<file path="config.mk">
export PLATFORM = sky130hd
export DESIGN_NAME = integer_to_base_digits_core
export DESIGN_NICKNAME = d
export VERILOG_FILES = /design/src/hw/rtl/itb_pkg.sv /design/src/hw/rtl/itb_divider.sv /design/src/hw/rtl/integer_to_base_digits_core.sv
export SDC_FILE = /design/constraint.sdc
export NUM_CORES = 1
export LEC_CHECK = 0
export ABC_CLOCK_PERIOD_IN_PS = 6600
export CAP_MARGIN = 40
export CORE_UTILIZATION = 50
export DETAILED_ROUTE_END_ITERATION = 10
export DONT_BUFFER_PORTS = 1
export GPL_TIMING_DRIVEN = 0
export PLACE_DENSITY = 0.61
export SLEW_MARGIN = 20
export SYNTH_ARGS = -nofsm -noshare
export SYNTH_HDL_FRONTEND = slang
export SYNTH_SLANG_ARGS = --single-unit
</file>
<file path="constraint.sdc">
create_clock -name clk -period 6.6 [get_ports clk]
set_clock_uncertainty 0.2 [all_clocks]
set_input_delay 1.65 -clock clk [delete_from_list [all_inputs] [get_ports clk]]
set_output_delay 1.65 -clock clk [all_outputs]
set_load 0.01 [all_outputs]
</file>
<file path="src/hw/rtl/itb_pkg.sv">
// itb_pkg: constants and helpers shared by the radix-text converter
// no dependencies

package itb_pkg;

    localparam int MAX_DIGITS_DEF  = 32;
    localparam int VALUE_WIDTH_DEF = 32;
    localparam int NUM_REGS        = 4;
    localparam int REG_WIDTH       = 64;
    localparam int CHARS_PER_REG   = 8;
    localparam int TOTAL_CHARS     = NUM_REGS * CHARS_PER_REG;
    localparam int IDX_WIDTH       = 2;

    localparam logic [63:0] ALPHA0_RESET = 64'h3736353433323130;
    localparam logic [63:0] ALPHA1_RESET = 64'h0000000000003938;

    localparam logic [7:0] CH_MINUS = 8'h2d;
    localparam logic [7:0] CH_PLUS  = 8'h2b;
    localparam logic [7:0] CH_TAB   = 8'h09;
    localparam logic [7:0] CH_LF    = 8'h0a;
    localparam logic [7:0] CH_VT    = 8'h0b;
    localparam logic [7:0] CH_SPACE = 8'h20;
    localparam logic [7:0] CH_FF    = 8'h0c;
    localparam logic [7:0] CH_CR    = 8'h0d;

    function automatic logic is_forbidden(input logic [7:0] c);
        return c == CH_MINUS || c == CH_PLUS || c == CH_TAB || c == CH_LF ||
               c == CH_VT || c == CH_SPACE || c == CH_FF || c == CH_CR;
    endfunction

endpackage

</file>
<file path="src/hw/rtl/itb_divider.sv">
// itb_divider: restoring bit-serial divider, one quotient bit per cycle
// depends on itb_pkg

module itb_divider
    import itb_pkg::*;
#(
    parameter int VW = VALUE_WIDTH_DEF,
    parameter int RW = 7
)
(
    input  logic          clk,
    input  logic          rst_n,
    input  logic          start,
    input  logic [VW-1:0] dividend,
    input  logic [RW-1:0] divisor,
    output logic          done,
    output logic [VW-1:0] quotient,
    output logic [RW-1:0] remainder
);

    localparam int CW = $clog2(VW + 1);

    logic [VW-1:0] q_reg;
    logic [RW:0]   r_reg;
    logic [CW-1:0] cnt_reg;
    logic          run_reg;
    logic          done_reg;
    logic [RW:0]   shifted;
    logic [RW:0]   diff;

    assign shifted = {r_reg[RW-1:0], q_reg[VW-1]};
    assign diff    = shifted - {1'b0, divisor};

    always_ff @(posedge clk or negedge rst_n)
    begin
        if (!rst_n)
        begin
            run_reg  <= 1'b0;
            done_reg <= 1'b0;
            cnt_reg  <= '0;
        end
        else
        begin
            done_reg <= 1'b0;
            if (start)
            begin
                run_reg <= 1'b1;
                cnt_reg <= CW'(VW);
            end
            else if (run_reg)
            begin
                cnt_reg <= cnt_reg - 1'b1;
                if (cnt_reg == CW'(1))
                begin
                    run_reg  <= 1'b0;
                    done_reg <= 1'b1;
                end
            end
        end
    end

    always_ff @(posedge clk)
    begin
        if (start)
        begin
            q_reg <= dividend;
            r_reg <= '0;
        end
        else if (run_reg)
        begin
            if (!diff[RW])
            begin
                r_reg <= diff;
                q_reg <= {q_reg[VW-2:0], 1'b1};
            end
            else
            begin
                r_reg <= shifted;
                q_reg <= {q_reg[VW-2:0], 1'b0};
            end
        end
    end

    assign done      = done_reg;
    assign quotient  = q_reg;
    assign remainder = r_reg[RW-1:0];

endmodule

</file>
<file path="src/hw/rtl/integer_to_base_digits_core.sv">
// integer_to_base_digits_core: signed value to text in a configured radix
// depends on itb_pkg and itb_divider
// sequence: alphabet length scan, pairwise alphabet check, then one division per digit
// one value at a time: start is taken only while idle; each digit uses the bit-serial divider
// emits an optional minus sign, then one word per cycle from the digit stack; busy until the last word
// reset: alphabet returns to "0123456789", control goes idle

module integer_to_base_digits_core
    import itb_pkg::*;
#(
    parameter int MAX_DIGITS  = MAX_DIGITS_DEF,
    parameter int VALUE_WIDTH = VALUE_WIDTH_DEF
)
(
    input  logic                   clk,
    input  logic                   rst_n,
    input  logic                   start,
    output logic                   busy,
    input  logic signed [VALUE_WIDTH-1:0] value,
    input  logic                   cfg_we,
    input  logic [IDX_WIDTH-1:0]   cfg_index,
    input  logic [REG_WIDTH-1:0]   cfg_data,
    output logic                   strobe,
    output logic [7:0]             character,
    output logic                   last,
    output logic                   base_bad
);

    localparam int LIMIT = (MAX_DIGITS < TOTAL_CHARS) ? MAX_DIGITS : TOTAL_CHARS;
    localparam int AW    = $clog2(TOTAL_CHARS);
    localparam int LW    = $clog2(LIMIT + 1);
    localparam int RW    = LW;
    localparam int SD    = VALUE_WIDTH;
    localparam int SW    = $clog2(SD + 1);
    localparam int DW    = $clog2(SD);

    typedef enum logic [2:0] {
        S_IDLE, S_LEN, S_CHK, S_DIV, S_WAIT, S_SIGN, S_OUT
    } state_t;

    logic [REG_WIDTH-1:0]   alpha_reg [NUM_REGS];
    state_t                 state_reg;
    logic [LW-1:0]          len_reg;
    logic [AW-1:0]          a_reg;
    logic [LW-1:0]          b_reg;
    logic                   neg_reg;
    logic [VALUE_WIDTH-1:0] mag_reg;
    logic [RW-1:0]          dig_reg [SD];
    logic [SW-1:0]          nd_reg;
    logic                   strobe_reg;
    logic [7:0]             char_reg;
    logic                   last_reg;
    logic                   bad_reg;
    logic                   div_start;
    logic                   div_done;
    logic [VALUE_WIDTH-1:0] div_q;
    logic [RW-1:0]          div_r;

    function automatic logic [7:0] pick(input logic [AW-1:0] k,
                                        input logic [REG_WIDTH-1:0] r0,
                                        input logic [REG_WIDTH-1:0] r1,
                                        input logic [REG_WIDTH-1:0] r2,
                                        input logic [REG_WIDTH-1:0] r3);
        logic [REG_WIDTH-1:0] w;
        unique case (k[AW-1:AW-2])
            2'd0: w = r0;
            2'd1: w = r1;
            2'd2: w = r2;
            default: w = r3;
        endcase
        return w[k[2:0]*8 +: 8];
    endfunction

    logic [7:0] ch_a;
    logic [7:0] ch_b;
    logic [7:0] ch_d;
    logic [RW-1:0] top_dig;

    assign top_dig = dig_reg[DW'(nd_reg - 1'b1)];
    assign ch_a = pick(a_reg, alpha_reg[0], alpha_reg[1], alpha_reg[2], alpha_reg[3]);
    assign ch_b = pick(AW'(b_reg), alpha_reg[0], alpha_reg[1], alpha_reg[2],
                       alpha_reg[3]);
    assign ch_d = pick(AW'(top_dig), alpha_reg[0], alpha_reg[1], alpha_reg[2],
                       alpha_reg[3]);

    assign div_start = (state_reg == S_DIV);

    itb_divider #(.VW(VALUE_WIDTH), .RW(RW)) u_div (
        .clk       (clk),
        .rst_n     (rst_n),
        .start     (div_start),
        .dividend  (mag_reg),
        .divisor   (len_reg),
        .done      (div_done),
        .quotient  (div_q),
        .remainder (div_r)
    );

    always_ff @(posedge clk or negedge rst_n)
    begin
        if (!rst_n)
        begin
            alpha_reg[0] <= ALPHA0_RESET;
            alpha_reg[1] <= ALPHA1_RESET;
            alpha_reg[2] <= '0;
            alpha_reg[3] <= '0;
        end
        else if (cfg_we)
        begin
            alpha_reg[cfg_index] <= cfg_data;
        end
    end

    always_ff @(posedge clk)
    begin
        if (state_reg == S_WAIT && div_done)
            dig_reg[nd_reg[DW-1:0]] <= div_r;
    end

    always_ff @(posedge clk or negedge rst_n)
    begin
        if (!rst_n)
        begin
            state_reg  <= S_IDLE;
            len_reg    <= '0;
            a_reg      <= '0;
            b_reg      <= '0;
            neg_reg    <= 1'b0;
            mag_reg    <= '0;
            nd_reg     <= '0;
            strobe_reg <= 1'b0;
            char_reg   <= '0;
            last_reg   <= 1'b0;
            bad_reg    <= 1'b0;
        end
        else
        begin
            strobe_reg <= 1'b0;
            unique case (state_reg)
                S_IDLE:
                begin
                    if (start)
                    begin
                        neg_reg   <= value[VALUE_WIDTH-1];
                        mag_reg   <= value[VALUE_WIDTH-1] ? (~value + 1'b1) : value;
                        len_reg   <= '0;
                        a_reg     <= '0;
                        nd_reg    <= '0;
                        state_reg <= S_LEN;
                    end
                end
                S_LEN:
                begin
                    // count characters up to the zero byte or LIMIT
                    if (len_reg == LW'(LIMIT) || ch_a == 8'd0)
                    begin
                        if (len_reg < LW'(2))
                        begin
                            strobe_reg <= 1'b1;
                            char_reg   <= '0;
                            last_reg   <= 1'b1;
                            bad_reg    <= 1'b1;
                            state_reg  <= S_IDLE;
                        end
                        else
                        begin
                            a_reg     <= '0;
                            b_reg     <= LW'(1);
                            state_reg <= S_CHK;
                        end
                    end
                    else
                    begin
                        len_reg <= len_reg + 1'b1;
                        a_reg   <= a_reg + 1'b1;
                    end
                end
                S_CHK:
                begin
                    // one pair compared per cycle
                    if (is_forbidden(ch_a) || (b_reg < len_reg && ch_a == ch_b))
                    begin
                        strobe_reg <= 1'b1;
                        char_reg   <= '0;
                        last_reg   <= 1'b1;
                        bad_reg    <= 1'b1;
                        state_reg  <= S_IDLE;
                    end
                    else if (b_reg + 1'b1 < len_reg)
                    begin
                        b_reg <= b_reg + 1'b1;
                    end
                    else if (LW'(a_reg) + 1'b1 < len_reg)
                    begin
                        a_reg <= a_reg + 1'b1;
                        b_reg <= LW'(a_reg) + LW'(2);
                    end
                    else
                    begin
                        state_reg <= S_DIV;
                    end
                end
                S_DIV:
                begin
                    state_reg <= S_WAIT;
                end
                S_WAIT:
                begin
                    if (div_done)
                    begin
                        nd_reg  <= nd_reg + 1'b1;
                        mag_reg <= div_q;
                        if (div_q == '0)
                            state_reg <= neg_reg ? S_SIGN : S_OUT;
                        else
                            state_reg <= S_DIV;
                    end
                end
                S_SIGN:
                begin
                    strobe_reg <= 1'b1;
                    char_reg   <= CH_MINUS;
                    last_reg   <= 1'b0;
                    bad_reg    <= 1'b0;
                    state_reg  <= S_OUT;
                end
                S_OUT:
                begin
                    strobe_reg <= 1'b1;
                    char_reg   <= ch_d;
                    last_reg   <= (nd_reg == SW'(1));
                    bad_reg    <= 1'b0;
                    nd_reg     <= nd_reg - 1'b1;
                    if (nd_reg == SW'(1))
                        state_reg <= S_IDLE;
                end
                default:
                begin
                    state_reg <= S_IDLE;
                end
            endcase
        end
    end

    assign busy      = (state_reg != S_IDLE);
    assign strobe    = strobe_reg;
    assign character = char_reg;
    assign last      = last_reg;
    assign base_bad  = bad_reg;

    a_bad_last: assert property (@(posedge clk) disable iff (!rst_n)
        strobe && base_bad |-> last && character == 8'd0)
        else $error("error word must be single and zero");

    a_no_start_busy: assert property (@(posedge clk) disable iff (!rst_n)
        strobe && last |=> !strobe)
        else $error("word after last");

    a_out_nonzero: assert property (@(posedge clk) disable iff (!rst_n)
        state_reg == S_OUT |-> nd_reg != '0)
        else $error("digit stack empty while emitting");

endmodule
</file>
==> impl_metrics.py, run 1 <==
metrics = {
    "run_status": {
        "status": "complete, but fails checks",
        "violations": "design-rule violations",
    },
    "detailed_routing": {
        "drt-initial-drc-count": 2179,
        "ant_nets": 0,
        "dr_total_vias": 22230,
        "totalWireLength_mm": 108.1,
        "firstDrtPassIters": 9,
        "wl_per_cell_um": 32.79,
        "vias_per_cell": 6.745,
        "remaining_drc_errors": 28,
    },
    "logic_synthesis": {
        "synth_cell_types": 85,
        "syn_inst": 2385,
        "synth-seq-cells": 532,
        "ys_seq_area_share_pct": 47.58,
        "synth_edf_count": 192,
        "synthSimpleGateAreaFrac_pct": 8.029,
        "synthMuxAreaShare_pct": 28.71,
        "synth_compound_area_share_pct": 9.054,
        "syn_area_mm2": 0.03003,
        "synth_top_family_by_area": "multiplexers",
        "syn_nets": 2522,
        "synth_warnings": 0,
        "ys_async_sr_fraction_pct": 62.78,
        "synth-adder-area-share_pct": 1.483,
        "syn_area_per_cell_um2": 12.59,
        "synth_xor_area_share_pct": 1.858,
        "synthFlopType": "dfrtp_1",
    },
    "power": {
        "switchingPower_mw": 8.891,
        "swShare_pct": 45.88,
        "seqPwrFrac_pct": 26.7,
        "vdd_drop_max_uv": 695.8,
        "total_power_mw": 19.38,
        "p_comb_share_pct": 56.2,
        "p_per_area_mw_per_mm2": 582.0,
        "cellInternalPower_mw": 10.49,
        "p_clk_share_pct": 17.0,
        "leakage_nw": 12.64,
    },
    "clock_tree": {
        "clockBufferDepth": 3,
        "cts_tree": "done",
        "clk_pin_slew_ns": 0.07,
        "htreeDepth": 2,
        "cts_root_buffer": "clkbuf_16",
        "cts_buffers": 58,
        "numClockSinks": 532,
        "cts_setup_buffers": 0,
        "clock_latency_ns": 0.66,
    },
    "floorplanning": {
        "rows": 89,
        "start_util_pct": 50.78,
        "die_h_um": 247.1,
        "fp.dieW_um": 247.1,
        "ios": 114,
        "die_area_mm2": 0.06104,
        "core-area_mm2": 0.05913,
    },
    "placement": {
        "hpwlAfterDp_mm": 78.48,
        "gp_congestion": 1.033,
        "portBuffers": 0,
        "placedCellCount": 3183,
    },
    "timing": {
        "fin_crit_ns": 6.489,
        "min_period_over_period_pct": 98.31,
        "drv_slew": 0,
        "tightest_slew_ns": 1.008,
        "setup_violations": 0,
        "hold_viol": 0,
        "max_freq_ghz": 0.1541,
        "relSlewSlack_pct": 32.56,
        "whs_ns": 0.2718,
        "rsz0062_at_grt": "no",
    },
    "layout": {
        "drive_gt1_share_pct": 30.25,
        "largest_reg_flops": 256,
        "nNetsFinal": 2609,
        "area_growth_pct": 10.88,
        "layout_commonest_cell": "mux2_2",
        "final_cell_mix": "353 x mux2_2, 299 x dfrtp_1, 192 x edfxtp_1",
        "n_fill_cell": 4904,
        "fin_util_pct": 56.31,
        "instances_no_fill": 3296,
    },
    "grt": {
        "use_met2_pct": 58.91,
        "gr-usage-all-layers_pct": 35.75,
        "gr-usage-met1_pct": 44.15,
        "grt_pass1_vias": 22630,
        "grt_max_degree": 335,
        "use_met3_pct": 6.761,
        "grt_pass1_wl_mm": 156.1,
        "overflow": 0,
        "antenna_found_initial": 2,
        "grt-busiest-layer": "met2",
    },
    "critical_path": {
        "cp_max_fo": 10,
        "worst_ep_arrival_time_ns": 6.86,
        "r2r_cells": 21,
        "critPathRequiredTime_ns": 6.97,
        "criticalPathCategory": "reg -> reg",
        "start_kind": "flip-flop",
        "cp-end-kind": "flip-flop",
    },
    "worst_hold_path": {
        "worstHoldPathType": "reg -> reg",
        "min_path_cells": 2,
    },
    "flow_run": {
        "drv_cap": 0,
    },
}
==> per-layer routing <==
metal  up-vias  share of wire [%]
met4         2                6.3
met1     11370                 38
li1       9298                  -
met2      1174                 48
met3       389                7.7
met5         -              0.011
==> path summary, 6_finish.rpt <==
| kind | from | to | slack, ns |
|---|---|---|---|
| setup reg to reg | nd_reg[0] | character[2] | 0.11 |
| max in group asynchronous | rst_n | alpha_reg[200] | 5.22 |
| min in group asynchronous | rst_n | alpha_reg[124] | 0.50 |
| hold reg to reg | mag_reg[7] | mag_reg[7] | 0.27 |
| setup / recovery | nd_reg[0] | character[2] | 0.11 |
| hold / removal | mag_reg[7] | mag_reg[7] | 0.27 |
==> synthesized netlist by cell type, types with 9 or more instances <==
| library cell | n | share of area, % |
|---|---|---|
| nand3_1 | 33 | 0.55 |
| o22ai_1 | 17 | 0.35 |
| ha_1 | 34 | 1.4 |
| nor4_1 | 20 | 0.42 |
| nor2b_1 | 27 | 0.56 |
| and2_1 | 9 | 0.19 |
| a21oi_1 | 90 | 1.5 |
| nor2_1 | 174 | 2.2 |
| mux2_2 | 353 | 13 |
| o31ai_1 | 16 | 0.40 |
| buf_4 | 25 | 0.63 |
| o21ai_0 | 90 | 1.5 |
| a31oi_1 | 15 | 0.31 |
| a211oi_1 | 27 | 0.67 |
| nand3b_1 | 9 | 0.22 |
| a221o_1 | 20 | 0.67 |
| nor3_1 | 13 | 0.22 |
| or3_1 | 12 | 0.25 |
| buf_2 | 44 | 0.73 |
| a21o_1 | 14 | 0.35 |
| inv_1 | 32 | 0.40 |
| xor2_1 | 36 | 1.0 |
| and3_1 | 11 | 0.23 |
| xnor2_1 | 24 | 0.70 |
| o211ai_1 | 28 | 0.70 |
| mux2_1 | 12 | 0.45 |
| mux2i_1 | 132 | 4.4 |
| dfrtp_1 | 299 | 25 |
| dfstp_2 | 35 | 3.1 |
| edfxtp_1 | 192 | 19 |
| a221oi_1 | 12 | 0.35 |
| mux4_2 | 141 | 11 |
| nand2_1 | 143 | 1.8 |
| clkbuf_1 | 82 | 1.0 |
| nand2b_1 | 16 | 0.33 |
| or4_1 | 9 | 0.22 |
==> power groups by stage <==
| stage | clock (mW) | combinational, mW | sequential [mW] |
|---|---|---|---|
| floorplan | 0 | 7.10 | 4.78 |
| global placement | 0 | 10.2 | 5.18 |
| detailed placement | 0 | 10.4 | 5.22 |
| CTS | 3.35 | 10.5 | 5.16 |
| global route | 3.48 | 11.2 | 5.25 |
| finish | 3.30 | 10.9 | 5.18 |
==> what timing repair did <==
action	4_1_cts	5_1_grt
setup endpoints to repair	8	7
hold buffers	0	0
pin swaps	0	0
gates resized for setup	9	2
==> cell families after synthesis <==
| kind of cell | Yosys count |
|---|---|
| mux | 639 |
| flops | 532 |
| simple gates | 510 |
| compound gates | 403 |
| buf+inv | 204 |
| xor+xnor | 62 |
| fa+ha+maj | 35 |
==> through the flow <==
stage / TNS (ns) / setup slack (ns) / cell area (µm²)
2_1_floorplan: 0 / 1.678 / 30030
3_3_place_gp: -7.473 / -1.074 / 31000
6_report: 0 / 0.1114 / 33300
4_1_cts: 0 / 0.1012 / 33260
3_5_place_dp: -6.239 / -0.9907 / 31290
5_1_grt: 0 / 0.01156 / 33290
==> cell type report <==
type / count / area (µm²) / share of cell area, %
antenna: 1 / 2.502 / 0.007515
buffer: 167 / 868.3 / 2.608
clock buffer: 84 / 1629 / 4.893
clock inverter: 26 / 326.6 / 0.9808
inverter: 37 / 138.9 / 0.4171
multi-input combinational: 1649 / 14770 / 44.35
sequential: 532 / 14290 / 42.93
tap: 773 / 967.2 / 2.905
timing repair buffer: 27 / 304.0 / 0.9131
==> worst max-delay path, cell delays in order, from the launching register on <==
cell and delay (ns):
dfrtp_1 0.40, buf_6 0.24, buf_6 0.23, buf_4 0.29, clkbuf_4 0.32, inv_1 0.14
ha_1 0.53, buf_4 0.31, buf_4 0.28, mux4_2 0.37, mux4_2 0.53, mux2i_2 0.39
buf_6 0.25, buf_12 0.20, buf_4 0.35, nand2_1 0.25, o22ai_1 0.28, nor2_1 0.07
o21ai_0 0.22, o311ai_0 0.18, buf_1 0.21, o22ai_2 0.11
Note: power is estimated with default switching activity, not from simulation.
==> run 2: changes to the inputs <==
- ABC_CLOCK_PERIOD_IN_PS: 6600 -> 5490
- PLACE_DENSITY: 0.61 -> 0.64
- clock period: 6.6 -> 5.49 ns (I/O delays scaled with it)
==> impl_metrics.py, run 2 (same netlist as run 1, synthesis figures left out) <==
metrics = {
    "run_status": {
        "status": "complete, but fails checks",
        "violations": "design-rule violations",
    },
    "critical_path": {
        "reg2reg_from": "a_reg[4]",
        "crit_path_start": "a_reg[4]",
        "criticalPathCategory": "reg -> reg",
        "path_cells": "buf_2 > buf_4 > buf_4 > buf_4 > mux4_2 > mux2i_1 > o22a_1 > o31ai_1 > xor2_1 > nand4_1 > nor4_2 > nand2b_1 > buf_4 > a21o_1 > mux2_1",
        "crit_top_cell": "buf_4",
        "critPathRequiredTime_ns": 5.81,
        "cp-end-kind": "flip-flop",
        "cp_max_fo": 10,
        "start_kind": "flip-flop",
        "critPathTopFamily": "buffers and inverters",
        "r2r_end": "b_reg[4]",
        "crit_slowest_cell": "dfrtp_1",
        "worst_ep_arrival_time_ns": 5.68,
        "r2r_cells": 15,
        "slowest_delay_ns": 0.48,
        "crit_buf_inv": 5,
        "regToRegSetupSlack_ns": 0.13,
    },
    "floorplanning": {
        "fp.dieW_um": 247.1,
        "rows": 89,
        "die_h_um": 247.1,
        "die_area_mm2": 0.06104,
        "start_util_pct": 50.78,
        "core-area_mm2": 0.05913,
        "ios": 114,
    },
    "layout": {
        "final_cell_mix": "353 x mux2_2, 298 x dfrtp_1, 192 x edfxtp_1",
        "seqCellArea_mm2": 0.01429,
        "drive_gt1_share_pct": 30.64,
        "nNetsFinal": 2618,
        "multi_input_area_mm2": 0.01483,
        "fin_area_mm2": 0.03359,
        "n_fill_cell": 4847,
        "largest_reg_flops": 256,
        "layout_commonest_cell": "mux2_2",
        "area_growth_pct": 11.87,
    },
    "timing": {
        "drv_slew": 0,
        "totalNegativeSetupSlack_ns": 0,
        "rsz0062_at_grt": "no",
        "timing.final.ws_setup_ns": 0.1294,
        "max_freq_ghz": 0.1865,
        "tightest_slew_ns": 0.9141,
        "hold_viol": 0,
        "setup_violations": 0,
        "min_period_over_period_pct": 97.64,
        "relSlewSlack_pct": 39.06,
        "whs_ns": 0.2308,
        "fin_crit_ns": 5.361,
    },
    "power": {
        "total_power_mw": 23.96,
        "p_per_area_mw_per_mm2": 713.1,
        "leakage_nw": 12.78,
        "vdd_drop_max_uv": 587.7,
    },
    "clock_tree": {
        "clockBufferDepth": 3,
        "cts_root_buffer": "clkbuf_16",
        "clock_latency_ns": 0.65,
        "numClockSinks": 532,
        "hold_buffers": 0,
        "cts_tree": "done",
        "htreeDepth": 2,
        "clk_pin_slew_ns": 0.07,
        "cts_buffers": 58,
    },
    "grt": {
        "overflow": 0,
        "grt_max_degree": 335,
        "antenna_found_initial": 2,
        "grt_pass1_vias": 23130,
        "grt_pass1_wl_mm": 157.6,
        "gr-usage-all-layers_pct": 36.04,
    },
    "detailed_routing": {
        "vias_per_cell": 6.757,
        "firstDrtPassIters": 9,
        "ant_nets": 0,
        "remaining_drc_errors": 28,
        "wl_per_cell_um": 32.98,
        "dr_total_vias": 22320,
        "drt-initial-drc-count": 2114,
        "totalWireLength_mm": 108.9,
    },
    "placement": {
        "gp_congestion": 1.043,
        "dp_slack_ns": -1.962,
        "hpwlAfterDp_mm": 79.08,
        "portBuffers": 0,
        "place_area_mm2": 0.03131,
    },
    "worst_hold_path": {
        "worstHoldPathType": "in -> async",
    },
    "flow_run": {
        "drv_cap": 0,
    },
}
[run 2: changes by cell type in the layout (fill, tap and decap cells not counted), moves of 6 or more]
cell      before  now
clkbuf_1      94   80
clkinv_1       5   16
buf_8          6   13
buf_12         2    8
clkbuf_2       7   13
[run 2: stage by stage]
stage | instances | utilization [%]
after floorplan | 2385 | -
after global placement | 3158 | 52.42
after detailed placement | 3184 | 52.94
after CTS | 3292 | 56.49
after global routing | 3302 | 56.81
final | 3303 | 56.81
[run 2: what timing repair did]
action | 4_1_cts | 5_1_grt
setup endpoints to repair | 8 | 11
setup buffers | 0 | 2
pin swaps | 0 | 3
resized for setup | 45 | 22
[run 2: area by class of cell]
class / count / area share [%]
Buffer: 166 / 2.901
Clock inverter: 35 / 1.218
Inverter: 37 / 0.4134
Multi-Input combinational cell: 1649 / 44.15
Timing Repair Buffer: 37 / 1.255
Tap cell: 773 / 2.879
Sequential cell: 532 / 42.54
Antenna cell: 1 / 0.007449
Clock buffer: 73 / 4.637
[run 2: worst max-delay path by stage]
stage	depth (start not counted)	slack, ns	to
final	15	0.13	b_reg[4]
after global routing	20	0.007	character[2]
after detailed placement	19	-1.96	character[1]
after floorplan	17	0.57	character[0]
after CTS	21	0.01	character[2]
after global placement	18	-2.24	character[6]
[run 2: layer usage]
layer / part of all wire, % / track usage, % / vias up / wire length [µm]
li1: - / - / 9304 / -
met1: 38 / 43.75 / 11510 / 41260
met2: 48 / 60.00 / 1157 / 52700
met3: 7.6 / 7.402 / 347 / 8257
met4: 6.1 / 19.77 / 2 / 6697
met5: 0.018 / 0 / - / 20
[run 2: power breakdown]
| group | total [mW] | switching (mW) | leakage, nW | internal, mW |
|---|---|---|---|---|
| registers | 6.11 | 0.948 | 5.80 | 5.16 |
| logic | 13.8 | 8.23 | 6.02 | 5.59 |
| clock network | 4.03 | 1.68 | 0.954 | 2.35 |
| total | 24.0 | 10.9 | 12.8 | 13.1 |
